### src/rtl/dbp_pkg.sv
// Shared types and constants for the directory entry block parser.
package dbp_pkg;

    localparam int MAX_BLOCK_BYTES = 65536;
    localparam int HDR_BYTES       = 8;
    localparam int OFF_W           = 17;
    localparam int ADDR_W          = 3;

    localparam logic [OFF_W-1:0] BLOCK_SIZE_RESET = OFF_W'(4096);
    localparam logic [7:0]       TAIL_TYPE_RESET  = 8'd222;

    typedef enum logic [ADDR_W-3:0] {
        REG_BLOCK_SIZE = 1'b0,
        REG_TAIL_TYPE  = 1'b1
    } reg_index_t;

    typedef enum logic [1:0] {
        KIND_NAME  = 2'd0,
        KIND_ERROR = 2'd1,
        KIND_END   = 2'd2
    } kind_t;

    typedef struct packed {
        kind_t       kind;
        logic [31:0] entry_inode;
        logic [7:0]  entry_type;
        logic [7:0]  entry_name_length;
        logic [7:0]  name_char;
        logic [7:0]  name_position;
        logic        name_final;
        logic        block_good;
        logic        last_of_run;
    } result_t;

    typedef struct packed {
        logic    push0;
        logic    push1;
        result_t res0;
        result_t res1;
    } push_t;

    typedef struct packed {
        logic [OFF_W-1:0] block_bytes;
        logic [7:0]       tail_type_code;
    } cfg_t;

endpackage

### src/rtl/dbp_if.sv
// Valid/ready channel interfaces for input bytes and parse results.
interface dbp_byte_if;
    logic       valid;
    logic       ready;
    logic [7:0] data_byte;

    modport source (output valid, output data_byte, input ready);
    modport sink (input valid, input data_byte, output ready);
endinterface

interface dbp_result_if;
    logic        valid;
    logic        ready;
    logic [1:0]  kind;
    logic [31:0] entry_inode;
    logic [7:0]  entry_type;
    logic [7:0]  entry_name_length;
    logic [7:0]  name_char;
    logic [7:0]  name_position;
    logic        name_final;
    logic        block_good;
    logic        last_of_run;

    modport source (
        output valid, output kind, output entry_inode, output entry_type,
        output entry_name_length, output name_char, output name_position,
        output name_final, output block_good, output last_of_run, input ready
    );
    modport sink (
        input valid, input kind, input entry_inode, input entry_type,
        input entry_name_length, input name_char, input name_position,
        input name_final, input block_good, input last_of_run, output ready
    );
endinterface

### src/rtl/dbp_cfg.sv
// APB configuration registers: block size and checksum tail type code.
module dbp_cfg (
    input  logic                       clk,
    input  logic                       rst_n,
    input  logic                       psel,
    input  logic                       penable,
    input  logic                       pwrite,
    input  logic [dbp_pkg::ADDR_W-1:0] paddr,
    input  logic [31:0]                pwdata,
    output logic [31:0]                prdata,
    output logic                       pready,
    output dbp_pkg::cfg_t              cfg
);

    logic [dbp_pkg::OFF_W-1:0] block_bytes_reg;
    logic [7:0]                tail_type_reg;
    logic                      wr_en;
    dbp_pkg::reg_index_t       idx;

    assign pready = 1'b1;
    assign wr_en  = psel & penable & pwrite & pready;
    assign idx    = dbp_pkg::reg_index_t'(paddr[dbp_pkg::ADDR_W-1]);

    always_ff @(posedge clk or negedge rst_n)
    begin
        if (!rst_n)
        begin
            block_bytes_reg <= dbp_pkg::BLOCK_SIZE_RESET;
            tail_type_reg   <= dbp_pkg::TAIL_TYPE_RESET;
        end
        else if (wr_en)
        begin
            case (idx)
                dbp_pkg::REG_BLOCK_SIZE: block_bytes_reg <= pwdata[dbp_pkg::OFF_W-1:0];
                dbp_pkg::REG_TAIL_TYPE:  tail_type_reg   <= pwdata[7:0];
                default: ;
            endcase
        end
    end

    always_comb
    begin
        case (idx)
            dbp_pkg::REG_BLOCK_SIZE: prdata = {15'd0, block_bytes_reg};
            dbp_pkg::REG_TAIL_TYPE:  prdata = {24'd0, tail_type_reg};
            default:                 prdata = 32'd0;
        endcase
    end

    assign cfg.block_bytes    = block_bytes_reg;
    assign cfg.tail_type_code = tail_type_reg;

endmodule

### src/rtl/dbp_parse.sv
// Per-byte parse state and result generation for one accepted byte.
module dbp_parse (
    input  logic           clk,
    input  logic           rst_n,
    input  logic           in_fire,
    input  logic [7:0]     data_byte,
    input  dbp_pkg::cfg_t  cfg,
    output dbp_pkg::push_t push
);

    localparam logic [3:0] PH_TYPE = 4'd7;
    localparam logic [3:0] PH_BODY = 4'd8;
    localparam logic [3:0] PH_SKIP = 4'd9;
    localparam int         OW      = dbp_pkg::OFF_W;

    logic [OW-1:0] offset_reg, offset_next;
    logic [OW-1:0] start_reg, start_next;
    logic [3:0]    phase_reg, phase_next;
    logic [31:0]   inode_reg, inode_next;
    logic [15:0]   rec_len_reg, rec_len_next;
    logic [7:0]    name_len_reg, name_len_next;
    logic [7:0]    type_reg, type_next;
    logic          live_reg, live_next;
    logic          failed_reg, failed_next;

    logic [OW-1:0] bs;
    logic [OW:0]   off_inc;
    logic [OW:0]   start_ext;
    logic [OW+1:0] body_pos;
    logic          bad;
    logic          live_now;
    logic          emit_err;
    logic          emit_name;
    logic          block_end;
    dbp_pkg::result_t err_res, name_res, end_res;

    // Clamp the configured size to the supported range.
    always_comb
    begin
        if (cfg.block_bytes < OW'(dbp_pkg::HDR_BYTES))
            bs = OW'(dbp_pkg::HDR_BYTES);
        else if (cfg.block_bytes > OW'(dbp_pkg::MAX_BLOCK_BYTES))
            bs = OW'(dbp_pkg::MAX_BLOCK_BYTES);
        else
            bs = cfg.block_bytes;
    end

    assign off_inc   = {1'b0, offset_reg} + (OW+1)'(1);
    assign start_ext = {1'b0, start_reg};
    assign body_pos  = {2'b00, offset_reg} - {2'b00, start_reg} - (OW+2)'(dbp_pkg::HDR_BYTES);
    assign block_end = off_inc >= {1'b0, bs};

    always_comb
    begin
        offset_next   = offset_reg;
        start_next    = start_reg;
        phase_next    = phase_reg;
        inode_next    = inode_reg;
        rec_len_next  = rec_len_reg;
        name_len_next = name_len_reg;
        type_next     = type_reg;
        live_next     = live_reg;
        failed_next   = failed_reg;
        emit_err      = 1'b0;
        emit_name     = 1'b0;
        bad           = 1'b0;
        live_now      = 1'b0;

        if (!failed_reg)
        begin
            if (phase_reg < PH_BODY)
            begin
                if (phase_reg == 4'd0 &&
                    (start_ext + (OW+1)'(dbp_pkg::HDR_BYTES)) > {1'b0, bs})
                begin
                    phase_next = PH_SKIP;
                end
                else
                begin
                    case (phase_reg)
                        4'd0, 4'd1, 4'd2, 4'd3:
                            inode_next[{phase_reg[1:0], 3'b000} +: 8] = data_byte;
                        4'd4:    rec_len_next[7:0]  = data_byte;
                        4'd5:    rec_len_next[15:8] = data_byte;
                        4'd6:    name_len_next      = data_byte;
                        default: type_next          = data_byte;
                    endcase
                    if (phase_reg != PH_TYPE)
                    begin
                        phase_next = phase_reg + 4'd1;
                    end
                    else
                    begin
                        live_now = (inode_reg != 32'd0) && (name_len_reg != 8'd0) &&
                                   (data_byte != cfg.tail_type_code);
                        bad = (rec_len_reg < 16'(dbp_pkg::HDR_BYTES)) ||
                              (rec_len_reg[1:0] != 2'b00) ||
                              ((start_ext + (OW+1)'(rec_len_reg)) > {1'b0, bs}) ||
                              (live_now && (9'(dbp_pkg::HDR_BYTES) + 9'(name_len_reg) >
                                            9'(rec_len_reg)) &&
                               (rec_len_reg[15:9] == 7'd0));
                        live_next = live_now;
                        if (bad)
                        begin
                            failed_next = 1'b1;
                            live_next   = 1'b0;
                            emit_err    = 1'b1;
                        end
                        else if (rec_len_reg == 16'(dbp_pkg::HDR_BYTES))
                        begin
                            start_next = off_inc[OW-1:0];
                            phase_next = 4'd0;
                            live_next  = 1'b0;
                        end
                        else
                        begin
                            phase_next = PH_BODY;
                        end
                    end
                end
            end
            else if (phase_reg == PH_BODY)
            begin
                emit_name = live_reg && !body_pos[OW+1] &&
                            (body_pos < (OW+2)'(name_len_reg));
                if (off_inc >= start_ext + (OW+1)'(rec_len_reg))
                begin
                    start_next = off_inc[OW-1:0];
                    phase_next = 4'd0;
                    live_next  = 1'b0;
                end
            end
        end

        if (block_end)
        begin
            // End of block: drop all entry state.
            offset_next   = '0;
            start_next    = '0;
            phase_next    = 4'd0;
            inode_next    = 32'd0;
            rec_len_next  = 16'd0;
            name_len_next = 8'd0;
            type_next     = 8'd0;
            live_next     = 1'b0;
            failed_next   = 1'b0;
        end
        else
        begin
            offset_next = off_inc[OW-1:0];
        end
    end

    always_comb
    begin
        err_res             = '0;
        err_res.kind        = dbp_pkg::KIND_ERROR;
        err_res.last_of_run = !block_end;

        name_res                   = '0;
        name_res.kind              = dbp_pkg::KIND_NAME;
        name_res.entry_inode       = inode_reg;
        name_res.entry_type        = type_reg;
        name_res.entry_name_length = name_len_reg;
        name_res.name_char         = data_byte;
        name_res.name_position     = body_pos[7:0];
        name_res.name_final        = (body_pos[7:0] + 8'd1) == name_len_reg;
        name_res.last_of_run       = !block_end;

        end_res             = '0;
        end_res.kind        = dbp_pkg::KIND_END;
        end_res.block_good  = !(failed_reg || emit_err);
        end_res.last_of_run = 1'b1;
    end

    // Pack up to two results: the entry result first, then the end result.
    always_comb
    begin
        push.push0 = 1'b0;
        push.push1 = 1'b0;
        push.res0  = end_res;
        push.res1  = end_res;
        if (in_fire)
        begin
            if (emit_err || emit_name)
            begin
                push.push0 = 1'b1;
                push.res0  = emit_err ? err_res : name_res;
                push.push1 = block_end;
            end
            else
            begin
                push.push0 = block_end;
            end
        end
    end

    always_ff @(posedge clk or negedge rst_n)
    begin
        if (!rst_n)
        begin
            offset_reg   <= '0;
            start_reg    <= '0;
            phase_reg    <= 4'd0;
            inode_reg    <= 32'd0;
            rec_len_reg  <= 16'd0;
            name_len_reg <= 8'd0;
            type_reg     <= 8'd0;
            live_reg     <= 1'b0;
            failed_reg   <= 1'b0;
        end
        else if (in_fire)
        begin
            offset_reg   <= offset_next;
            start_reg    <= start_next;
            phase_reg    <= phase_next;
            inode_reg    <= inode_next;
            rec_len_reg  <= rec_len_next;
            name_len_reg <= name_len_next;
            type_reg     <= type_next;
            live_reg     <= live_next;
            failed_reg   <= failed_next;
        end
    end

endmodule

### src/rtl/dbp_outq.sv
// Four-entry result queue: takes up to two results a cycle, hands out one.
module dbp_outq (
    input  logic              clk,
    input  logic              rst_n,
    input  dbp_pkg::push_t    push,
    output logic              room,
    output logic              out_valid,
    input  logic              out_ready,
    output dbp_pkg::result_t  out_res
);

    dbp_pkg::result_t entry_reg [4];
    logic [1:0] head_reg, head_next;
    logic [1:0] tail_reg, tail_next;
    logic [2:0] count_reg, count_next;
    logic       pop;
    logic [1:0] tail_plus1;

    assign room       = count_reg < 3'd3;
    assign out_valid  = count_reg != 3'd0;
    assign out_res    = entry_reg[head_reg];
    assign pop        = out_valid & out_ready;
    assign tail_plus1 = tail_reg + 2'd1;

    always_comb
    begin
        head_next  = head_reg + {1'b0, pop};
        tail_next  = tail_reg + {1'b0, push.push0} + {1'b0, push.push1};
        count_next = count_reg + {2'b00, push.push0} + {2'b00, push.push1} - {2'b00, pop};
    end

    always_ff @(posedge clk)
    begin
        if (push.push0)
        begin
            entry_reg[tail_reg] <= push.res0;
        end
        if (push.push1)
        begin
            entry_reg[tail_plus1] <= push.res1;
        end
    end

    always_ff @(posedge clk or negedge rst_n)
    begin
        if (!rst_n)
        begin
            head_reg  <= 2'd0;
            tail_reg  <= 2'd0;
            count_reg <= 3'd0;
        end
        else
        begin
            head_reg  <= head_next;
            tail_reg  <= tail_next;
            count_reg <= count_next;
        end
    end

endmodule

### src/rtl/dir_entry_block_parser_core.sv
// Directory entry block parser: top level with byte, result and APB ports.
//
// in_ch carries one byte of a directory block per item, from offset zero.
// out_ch carries results: name bytes of live entries with their header
// fields, one format error item per bad block, and an end-of-block item with
// the block status. A byte yields zero, one or two results (two only when
// the last byte of a block also produces a name byte or an error).
// A result is written into the result queue registers when its byte is taken.
// Throughput: one byte per cycle while the queue has room; the parse update
// is a single pass of offset adds and compares between the byte handshake
// and the result queue. A four-entry result queue sits between the two
// sides, so the block keeps taking bytes while results wait; in_ch.ready
// drops only when fewer than two queue slots are free, until out_ch drains.
// Reset clears the parse state to the start of a block, empties the queue,
// and sets block_bytes to 4096 and tail_type_code to 222.
// The APB registers sit at byte address 0 (block_bytes) and 4
// (tail_type_code); write them only while no byte is in flight.
module dir_entry_block_parser_core (
    input  logic                       clk,
    input  logic                       rst_n,
    dbp_byte_if.sink                   in_ch,
    dbp_result_if.source               out_ch,
    input  logic                       psel,
    input  logic                       penable,
    input  logic                       pwrite,
    input  logic [dbp_pkg::ADDR_W-1:0] paddr,
    input  logic [31:0]                pwdata,
    output logic [31:0]                prdata,
    output logic                       pready
);

    dbp_pkg::cfg_t    cfg;
    dbp_pkg::push_t   push;
    dbp_pkg::result_t head_res;
    logic             room;
    logic             in_fire;

    assign in_ch.ready = room;
    assign in_fire     = in_ch.valid & room;

    dbp_cfg u_cfg (
        .clk     (clk),
        .rst_n   (rst_n),
        .psel    (psel),
        .penable (penable),
        .pwrite  (pwrite),
        .paddr   (paddr),
        .pwdata  (pwdata),
        .prdata  (prdata),
        .pready  (pready),
        .cfg     (cfg)
    );

    dbp_parse u_parse (
        .clk       (clk),
        .rst_n     (rst_n),
        .in_fire   (in_fire),
        .data_byte (in_ch.data_byte),
        .cfg       (cfg),
        .push      (push)
    );

    dbp_outq u_outq (
        .clk       (clk),
        .rst_n     (rst_n),
        .push      (push),
        .room      (room),
        .out_valid (out_ch.valid),
        .out_ready (out_ch.ready),
        .out_res   (head_res)
    );

    assign out_ch.kind              = head_res.kind;
    assign out_ch.entry_inode       = head_res.entry_inode;
    assign out_ch.entry_type        = head_res.entry_type;
    assign out_ch.entry_name_length = head_res.entry_name_length;
    assign out_ch.name_char         = head_res.name_char;
    assign out_ch.name_position     = head_res.name_position;
    assign out_ch.name_final        = head_res.name_final;
    assign out_ch.block_good        = head_res.block_good;
    assign out_ch.last_of_run       = head_res.last_of_run;

endmodule

### src/flat_wrapper.sv
// flat-port wrapper written by rule: the top's interface ports become plain ports
module dir_entry_block_parser_core_flat 
  (clk, rst_n, psel, penable, pwrite, paddr, pwdata, prdata, pready, in_ch_valid, in_ch_data_byte, in_ch_ready, out_ch_valid, out_ch_kind, out_ch_entry_inode, out_ch_entry_type, out_ch_entry_name_length, out_ch_name_char, out_ch_name_position, out_ch_name_final, out_ch_block_good, out_ch_last_of_run, out_ch_ready);
  dbp_byte_if in_ch_i ();
  dbp_result_if out_ch_i ();
  input  logic clk;
  input  logic rst_n;
  input  logic psel;
  input  logic penable;
  input  logic pwrite;
  input  logic [dbp_pkg::ADDR_W-1:0] paddr;
  input  logic [31:0] pwdata;
  output logic [31:0] prdata;
  output logic pready;
  input wire logic [$bits(in_ch_i.valid)-1:0] in_ch_valid;
  input wire logic [$bits(in_ch_i.data_byte)-1:0] in_ch_data_byte;
  output wire logic [$bits(in_ch_i.ready)-1:0] in_ch_ready;
  output wire logic [$bits(out_ch_i.valid)-1:0] out_ch_valid;
  output wire logic [$bits(out_ch_i.kind)-1:0] out_ch_kind;
  output wire logic [$bits(out_ch_i.entry_inode)-1:0] out_ch_entry_inode;
  output wire logic [$bits(out_ch_i.entry_type)-1:0] out_ch_entry_type;
  output wire logic [$bits(out_ch_i.entry_name_length)-1:0] out_ch_entry_name_length;
  output wire logic [$bits(out_ch_i.name_char)-1:0] out_ch_name_char;
  output wire logic [$bits(out_ch_i.name_position)-1:0] out_ch_name_position;
  output wire logic [$bits(out_ch_i.name_final)-1:0] out_ch_name_final;
  output wire logic [$bits(out_ch_i.block_good)-1:0] out_ch_block_good;
  output wire logic [$bits(out_ch_i.last_of_run)-1:0] out_ch_last_of_run;
  input wire logic [$bits(out_ch_i.ready)-1:0] out_ch_ready;
  assign in_ch_i.valid = in_ch_valid;
  assign in_ch_i.data_byte = in_ch_data_byte;
  assign in_ch_ready = in_ch_i.ready;
  assign out_ch_valid = out_ch_i.valid;
  assign out_ch_kind = out_ch_i.kind;
  assign out_ch_entry_inode = out_ch_i.entry_inode;
  assign out_ch_entry_type = out_ch_i.entry_type;
  assign out_ch_entry_name_length = out_ch_i.entry_name_length;
  assign out_ch_name_char = out_ch_i.name_char;
  assign out_ch_name_position = out_ch_i.name_position;
  assign out_ch_name_final = out_ch_i.name_final;
  assign out_ch_block_good = out_ch_i.block_good;
  assign out_ch_last_of_run = out_ch_i.last_of_run;
  assign out_ch_i.ready = out_ch_ready;
  dir_entry_block_parser_core u_core (.clk(clk), .rst_n(rst_n), .in_ch(in_ch_i), .out_ch(out_ch_i), .psel(psel), .penable(penable), .pwrite(pwrite), .paddr(paddr), .pwdata(pwdata), .prdata(prdata), .pready(pready));
endmodule
### config.mk
export PLATFORM = sky130hd
export DESIGN_NAME = dir_entry_block_parser_core_flat
export DESIGN_NICKNAME = d
export VERILOG_FILES = /design/src/rtl/dbp_pkg.sv /design/src/rtl/dbp_if.sv /design/src/rtl/dbp_cfg.sv /design/src/rtl/dbp_parse.sv /design/src/rtl/dbp_outq.sv /design/src/rtl/dir_entry_block_parser_core.sv /design/src/flat_wrapper.sv
export SDC_FILE = /design/constraint.sdc
export NUM_CORES = 1
export LEC_CHECK = 0
export BUFFER_PORTS_ARGS = -buffer_cell sky130_fd_sc_hd__buf_4
export CORE_MARGIN = 2
export CORE_UTILIZATION = 47
export DETAILED_ROUTE_END_ITERATION = 8
export GPL_TIMING_DRIVEN = 0
export HOLD_SLACK_MARGIN = 0.02
export PLACE_DENSITY = 0.7
export SYNTH_ARGS = -nofsm -noshare
export SYNTH_HDL_FRONTEND = slang
export SYNTH_SLANG_ARGS = --single-unit
### constraint.sdc
create_clock -name clk -period 8.4 [get_ports clk]
set_input_delay 0.42 -clock clk [delete_from_list [all_inputs] [get_ports clk]]
set_output_delay 0.42 -clock clk [all_outputs]
set_load 0.02 [all_outputs]
# ---- Yosys cells after proc, flatten, opt, wreduce, memory -nomap -nowiden
# Memories as Yosys holds them, arrays and structs flattened.
# Cells that the tools add are included.
dict set report totals {
  input_bits 50
  rom_bits 0
  reg_bits 136
  out_inout_bits 104
  word_cells 180
  n_memories 1
  latch_bits 0
  mem_bits_rw 276
}
dict set report op_classes {
  order_cmp 11
  shifts 2
  n_reduce_logical 40
  div 0
  addsub 16
  mul 0
  eq_ne 19
  muxes 71
  n_bitwise 5
}
# name words width read_ports rd_ports_with_merged_regs wr line_no
set mem_list {}
lappend mem_list {u_core.u_outq.entry_reg 4 69 1 0 2 dbp_outq.sv:12} ;# dbp_pkg::result_t entry_reg [4];
# cell n
set ops {}
lappend ops {{2-to-1 mux 17 bit} 12}
lappend ops {{2-to-1 mux 32 bit} 5}
lappend ops {{2-to-1 mux 8 bit} 12}
lappend ops {{2-to-1 mux 71 bit} 1}
lappend ops {{2-to-1 mux 70 bit} 1}
lappend ops {{2-to-1 mux 68 bit} 1}
lappend ops {{2-to-1 mux 16 bit} 4}
lappend ops {{one-hot mux 32 bit (2 select lines)} 1}
lappend ops {{> comparator 18 x 17 -> 1 bit} 2}
lappend ops {{2-to-1 mux 4 bit} 9}
lappend ops {{bitwise mux 32 bit} 1}
lappend ops {{nonzero test 32 bit} 1}
lappend ops {{variable shift 8 x 7 -> 32 bit (first input constant)} 1}
lappend ops {{indexed part select 8 x 7 -> 32 bit} 1}
lappend ops {{AND reduction 5 bit} 6}
lappend ops {{2-to-1 mux 1 bit} 24}
lappend ops {{< comparator 19 x 8 -> 1 bit} 1}
lappend ops {{subtractor 18 x 5 -> 19 bit (second input constant)} 1}
lappend ops {{adder 17 x 1 -> 18 bit (second input constant)} 1}
lappend ops {{adder 17 x 16 -> 18 bit} 1}
lappend ops {{adder 17 x 4 -> 18 bit (second input constant)} 1}
lappend ops {{greater-or-equal comparator 18 x 17 -> 1 bit} 1}
lappend ops {{greater-or-equal comparator 18 bit} 1}
lappend ops {{subtractor 17 x 17 -> 18 bit} 1}
lappend ops {{other kinds (42)} 74}

# ---- Logic depth before layout (Yosys ltp)
dict set report logic_depth {
  ltp_word 18
  mapped_depth 30
  depth_no_buf 30
}

# ---- Cells and area by module
# From an unflattened synthesis, not the netlist that was laid out.
dict set report unflattened {
  hier_cells 2073
  hier_area_um2 25264.2
}
# mod area_each_um2 cells_per_inst seq_area_each_um2 instances
set by_module_without_submodules {}
lappend by_module_without_submodules {dbp_outq 13601.8 701 8463.1 1}
lappend by_module_without_submodules {dbp_parse 10366.2 1281 2602.5 1}
lappend by_module_without_submodules {dbp_cfg 1290.0 90 634.4 1}
lappend by_module_without_submodules {dir_entry_block_parser_core 6.3 1 0.0 1}

# ---- Worst setup path after synthesis
# OpenSTA, ideal clock, no wires.
dict set report synth_timing {
  kind {register -> register}
  startpoint {register u_core.u_parse.offset_reg[2]}
  endpoint {register u_core.u_outq.count_reg[2]}
  n_path_buf 1
  path_stages_with_launch 27
  setup_ns 0.122
  slack_ns 2.368
  arrival_time_ns 5.910
  cell_sequence {dfrtp_1 > ha_1 > or2_2 > o31a_1 > xnor2_1 > ha_1 > inv_1 > a221oi_2 > a21oi_1 > nor2_1 > ha_1 > nand2_1 > nand3_1 > a311oi_1 > nor3b_1 > nand3b_1 > o21ai_0 > nand4b_1 > or4b_1 > buf_2 > nand2_1 > nor2_1 > ha_1 > inv_1 > fa_1 > fa_1 > xor2_1}
}
dict set report synth_between {
  elab_chain_len 14
}
# item line_no
set synth_rtl {}
lappend synth_rtl {{from (decl)} dbp_parse.sv:16} ;# logic [OW-1:0] offset_reg, offset_next;
lappend synth_rtl {{from (signal assigned)} dbp_parse.sv:214} ;# offset_reg <= offset_next;
lappend synth_rtl {{branches (longest 10 deep; another with subtractor 18 x 5 -> 19 bit)} -}
lappend synth_rtl {{2-to-1 mux 71 bit *} dbp_parse.sv:183} ;# if (in_fire)
lappend synth_rtl {{adder 3 x 1 -> 3 bit} dbp_outq.sv:29} ;# count_next = count_reg + {2'b00, push.push0} + {2'b00, push.push1} - {2'b00, pop};
lappend synth_rtl {{adder 3 x 1 -> 3 bit *} dbp_outq.sv:29}
lappend synth_rtl {{subtractor 3 x 1 -> 3 bit *} dbp_outq.sv:29}
lappend synth_rtl {{named net u_core.u_outq.count_next[2]} dbp_outq.sv:15} ;# logic [2:0] count_reg, count_next;
lappend synth_rtl {{to (signal assigned)} dbp_outq.sv:56} ;# count_reg <= count_next;
lappend synth_rtl {{to (decl)} dbp_outq.sv:15}
# Mark *: on every way through the listed nets, which the timed path passes.
# A chain may end at the register's enable or synchronous reset.

==> results.cfg <==
[run_status]
status = finished, final reports clean

[drt]
wire_per_inst_um = 21.6
drt-total-wl_um = 68900
vias = 19500
drt_pass1_iterations = 6
final_antenna_net_count = 0
viasPerCell = 6.11
drt-initial-drc-count = 1664
drc = 0

[layout]
fillers = 4124
largest_reg_flops = 276
antenna_cells = 0
multi_input_area_um2 = 12200
nets = 2734
syn_to_final_growth_pct = 14.8
final_cell_mix = nor2_1 (338), dfxtp_1 (272), a22oi_1 (259)
fin_area_um2 = 25600
drive_above_1_share_pct = 15.0
regArea_um2 = 8980
layout_commonest_cell = nor2_1

[critical_path]
crit_fanout = 10
rrSetupSlack_ps = 440
regToRegEndpoint = u_core.u_outq.entry_reg[0][58]$_SDFFE_PP0P_
critPathArrivalTime_ps = 8420
crit_path_start = u_core.u_parse.start_reg[1]$_DFFE_PN0P_
r2r_cells = 23
crit_end = u_core.u_outq.entry_reg[0][58]$_SDFFE_PP0P_
end_kind = flop
start_kind = flop
regToRegStartpoint = u_core.u_parse.start_reg[1]$_DFFE_PN0P_
path_class = reg2reg
crit_required_ps = 8870

[clock_tree]
cts_max_path_buffers = 3
clk_pin_slew_worst_paths_ps = 60
clk-insertion-delay-late_ps = 590
cts_tree = done
post_cts_buffers = 0
cts_sinks = 412
h-tree-depth = 2
clock-root-buffer = clkbuf_16
numCtsBuffers = 44

[sta]
slew_violations = 0
setup_slack_ps = 443
fin_crit_sh_pct = 94.7
fin_setup_tns_ps = 0
hold_viol_final = 0
rsz0062_at_grt = no
setup-violations-final = 0
hold_ws_ps = 67.3
final.setup_skew_ps = 19.6
min_period_ps = 7960
fmax_ghz = 0.126
tightest_slew_ps = 1210
slew_headroom_pct = 19.5

[power_and_ir_drop]
p_comb_share_pct = 45.3
power_switching_mw = 3.58
leakagePower_nw = 11.3
power.share.sequential_pct = 30.8
p_clk_share_pct = 23.8
power.share.switching_pct = 41.9
power_density_nw_per_um2 = 334
p_int_mw = 4.97
vdd_drop_max_mv = 0.201
design_power_total_mw = 8.54

[yosys]
synth_top_family_by_area = compound AO/OA/AOI/OAI gates
yosys_warnings = 0
ys_ff_latch = 412
synth_flop_cell = dfxtp_1
synth_compound_area_share_pct = 18.1
synthSimpleGateAreaFrac_pct = 14.8
synth_area_um2 = 22300
synth.area.mux_share_pct = 10.3
synth-edff-count = 4
netlist_instances = 2362
yosysSeqAreaShare_pct = 40.3
ys_async_sr_fraction_pct = 33.0
synth-xor-area-share_pct = 2.97
ys_types = 81
synth_fa_ha_area_share_pct = 8.08
postSynthAreaPerCell_um2 = 9.44

[floorplanning]
rows = 79
coreArea_um2 = 46700
die_x_um = 222
design.die.area_um2 = 49200
start_util_pct = 47.8
die_y_um = 222
io_pins = 154

[placement]
portBuffers = 119
dp_worst_setup_slack_ps = 123
gp_congestion = 0.949
place_area_um2 = 24000
dp_hpwl_um = 49900

[run]
cap_violations = 0

[global_route]
overflow = 0
antenna_found_initial = 0
grt_pass1_wl_um = 108000
grt_use_total_pct = 27.5
grt_pass1_vias = 19200
grt_max_degree = 71

[min_path]
hold_class = in2reg
[final cells by class]
cell class	instances	share of cell area, %
Clock inverter	9	0.518
Inverter	122	1.79
Tap cell	607	2.97
Clock buffer	73	5.44
Multi-Input combinational cell	1670	47.6
Timing Repair Buffer	121	3.65
Sequential cell	412	35.1
Buffer	172	2.99
[metrics by stage]
stage	std cells	utilization, %
floorplan	2376	-
detailed placement	3103	51.5
global placement	3102	51.5
global route	3186	54.9
finish	3186	54.9
CTS	3186	54.8
[power by group through the flow]
stage,combinational (mW),sequential (mW),clock [mW]
5_1_grt,4.31,2.67,2.14
3_3_place_gp,3.67,2.65,0
2_1_floorplan,2.82,2.50,0
3_5_place_dp,3.79,2.66,0
4_1_cts,3.82,2.62,2.05
6_report,3.87,2.63,2.04
[logic make-up (layout without fill, tap and decap cells)]
| kind of cell | Yosys count | after routing |
|---|---|---|
| AO/OA/AOI/OAI | 580 | 580 |
| multiplexers | 139 | 139 |
| buffers and inverters | 294 | 497 |
| XOR/XNOR | 74 | 74 |
| other | 2 | 16 |
| adder cells (fa/ha/maj) | 141 | 141 |
| flip-flops | 412 | 412 |
| AND/OR/NAND/NOR | 720 | 720 |
[cell usage after synthesis (5+ instances only)]
cell type	number	area, um2
nor2_1	338	1270
dfxtp_1	272	5450
a22oi_1	259	1940
nand2_1	142	533
ha_1	136	1700
dfrtp_1	129	3230
inv_1	122	458
o21ai_0	105	526
clkbuf_1	94	353
mux4_2	69	1550
a21oi_1	52	260
nand3_1	52	260
buf_2	47	235
xnor2_1	43	377
mux2_2	36	405
mux2i_1	34	340
a21o_1	30	225
xor2_1	30	263
nor4_1	27	169
nor2b_1	25	156
nor3_1	25	125
nand4_1	22	138
and3_1	20	125
buf_4	16	120
nand2b_1	16	100
buf_1	15	56.3
o31ai_1	15	113
a31oi_1	14	87.6
and2_1	13	81.3
a22o_1	12	105
o21a_1	12	90.1
o211ai_1	8	60.1
o2bb2ai_1	8	70.1
a211o_1	7	61.3
dfstp_2	7	184
a2111oi_0	6	52.6
a211oi_1	6	45.0
or2_2	6	37.5
a21boi_0	5	37.5
a31o_2	5	43.8
fa_1	5	100
nand4b_1	5	43.8
or3_1	5	31.3
[layer usage]
layer	wire, um	up-vias	global-route usage (%)
li1	-	8889	-
met1	28000	9581	34.4
met2	33800	843	47.6
met3	4360	148	3.83
met4	2680	0	11.8
met5	0	-	0
[worst min path at each step]
stage                                                            from  depth (start not counted)  slack, ps                                           end
after floorplan                                                 rst_n                          0        120   u_core.u_cfg.block_bytes_reg[0]$_DFFE_PN0P_
after global placement    u_core.u_outq.entry_reg[1][67]$_SDFFE_PP0P_                          2        440   u_core.u_outq.entry_reg[1][67]$_SDFFE_PP0P_
after detailed placement  u_core.u_outq.entry_reg[1][67]$_SDFFE_PP0P_                          2        450   u_core.u_outq.entry_reg[1][67]$_SDFFE_PP0P_
after CTS                                                  pwdata[14]                          2         50  u_core.u_cfg.block_bytes_reg[14]$_DFFE_PN0P_
after global routing                                       pwdata[10]                          2         60  u_core.u_cfg.block_bytes_reg[10]$_DFFE_PN0P_
final                                                      pwdata[10]                          2         70  u_core.u_cfg.block_bytes_reg[10]$_DFFE_PN0P_
[what timing repair did]
item,in CTS,in global routing
gates resized for setup,0,1
hold buffers,1,0
endpoints found under the setup margin,0,135
endpoints found under the hold margin,59,0
[critical path, cell delays in order (launching register included)]
cell and delay [ps]:
dfrtp_1 480, inv_1 170, ha_1 290, nor2b_1 140, o31a_1 300, xnor2_2 610
ha_1 270, inv_1 70, a221oi_2 230, a21oi_1 70, nor2_1 680, ha_1 400
nand2_1 80, nand3_1 70, a311oi_1 640, nand4_1 180, or4b_1 500, or4b_1 530
nor4b_4 630, o31ai_1 360, clkbuf_1 430, clkbuf_1 380, a22oi_1 250, nor2_1 70
(Power assumes the default switching activity.)
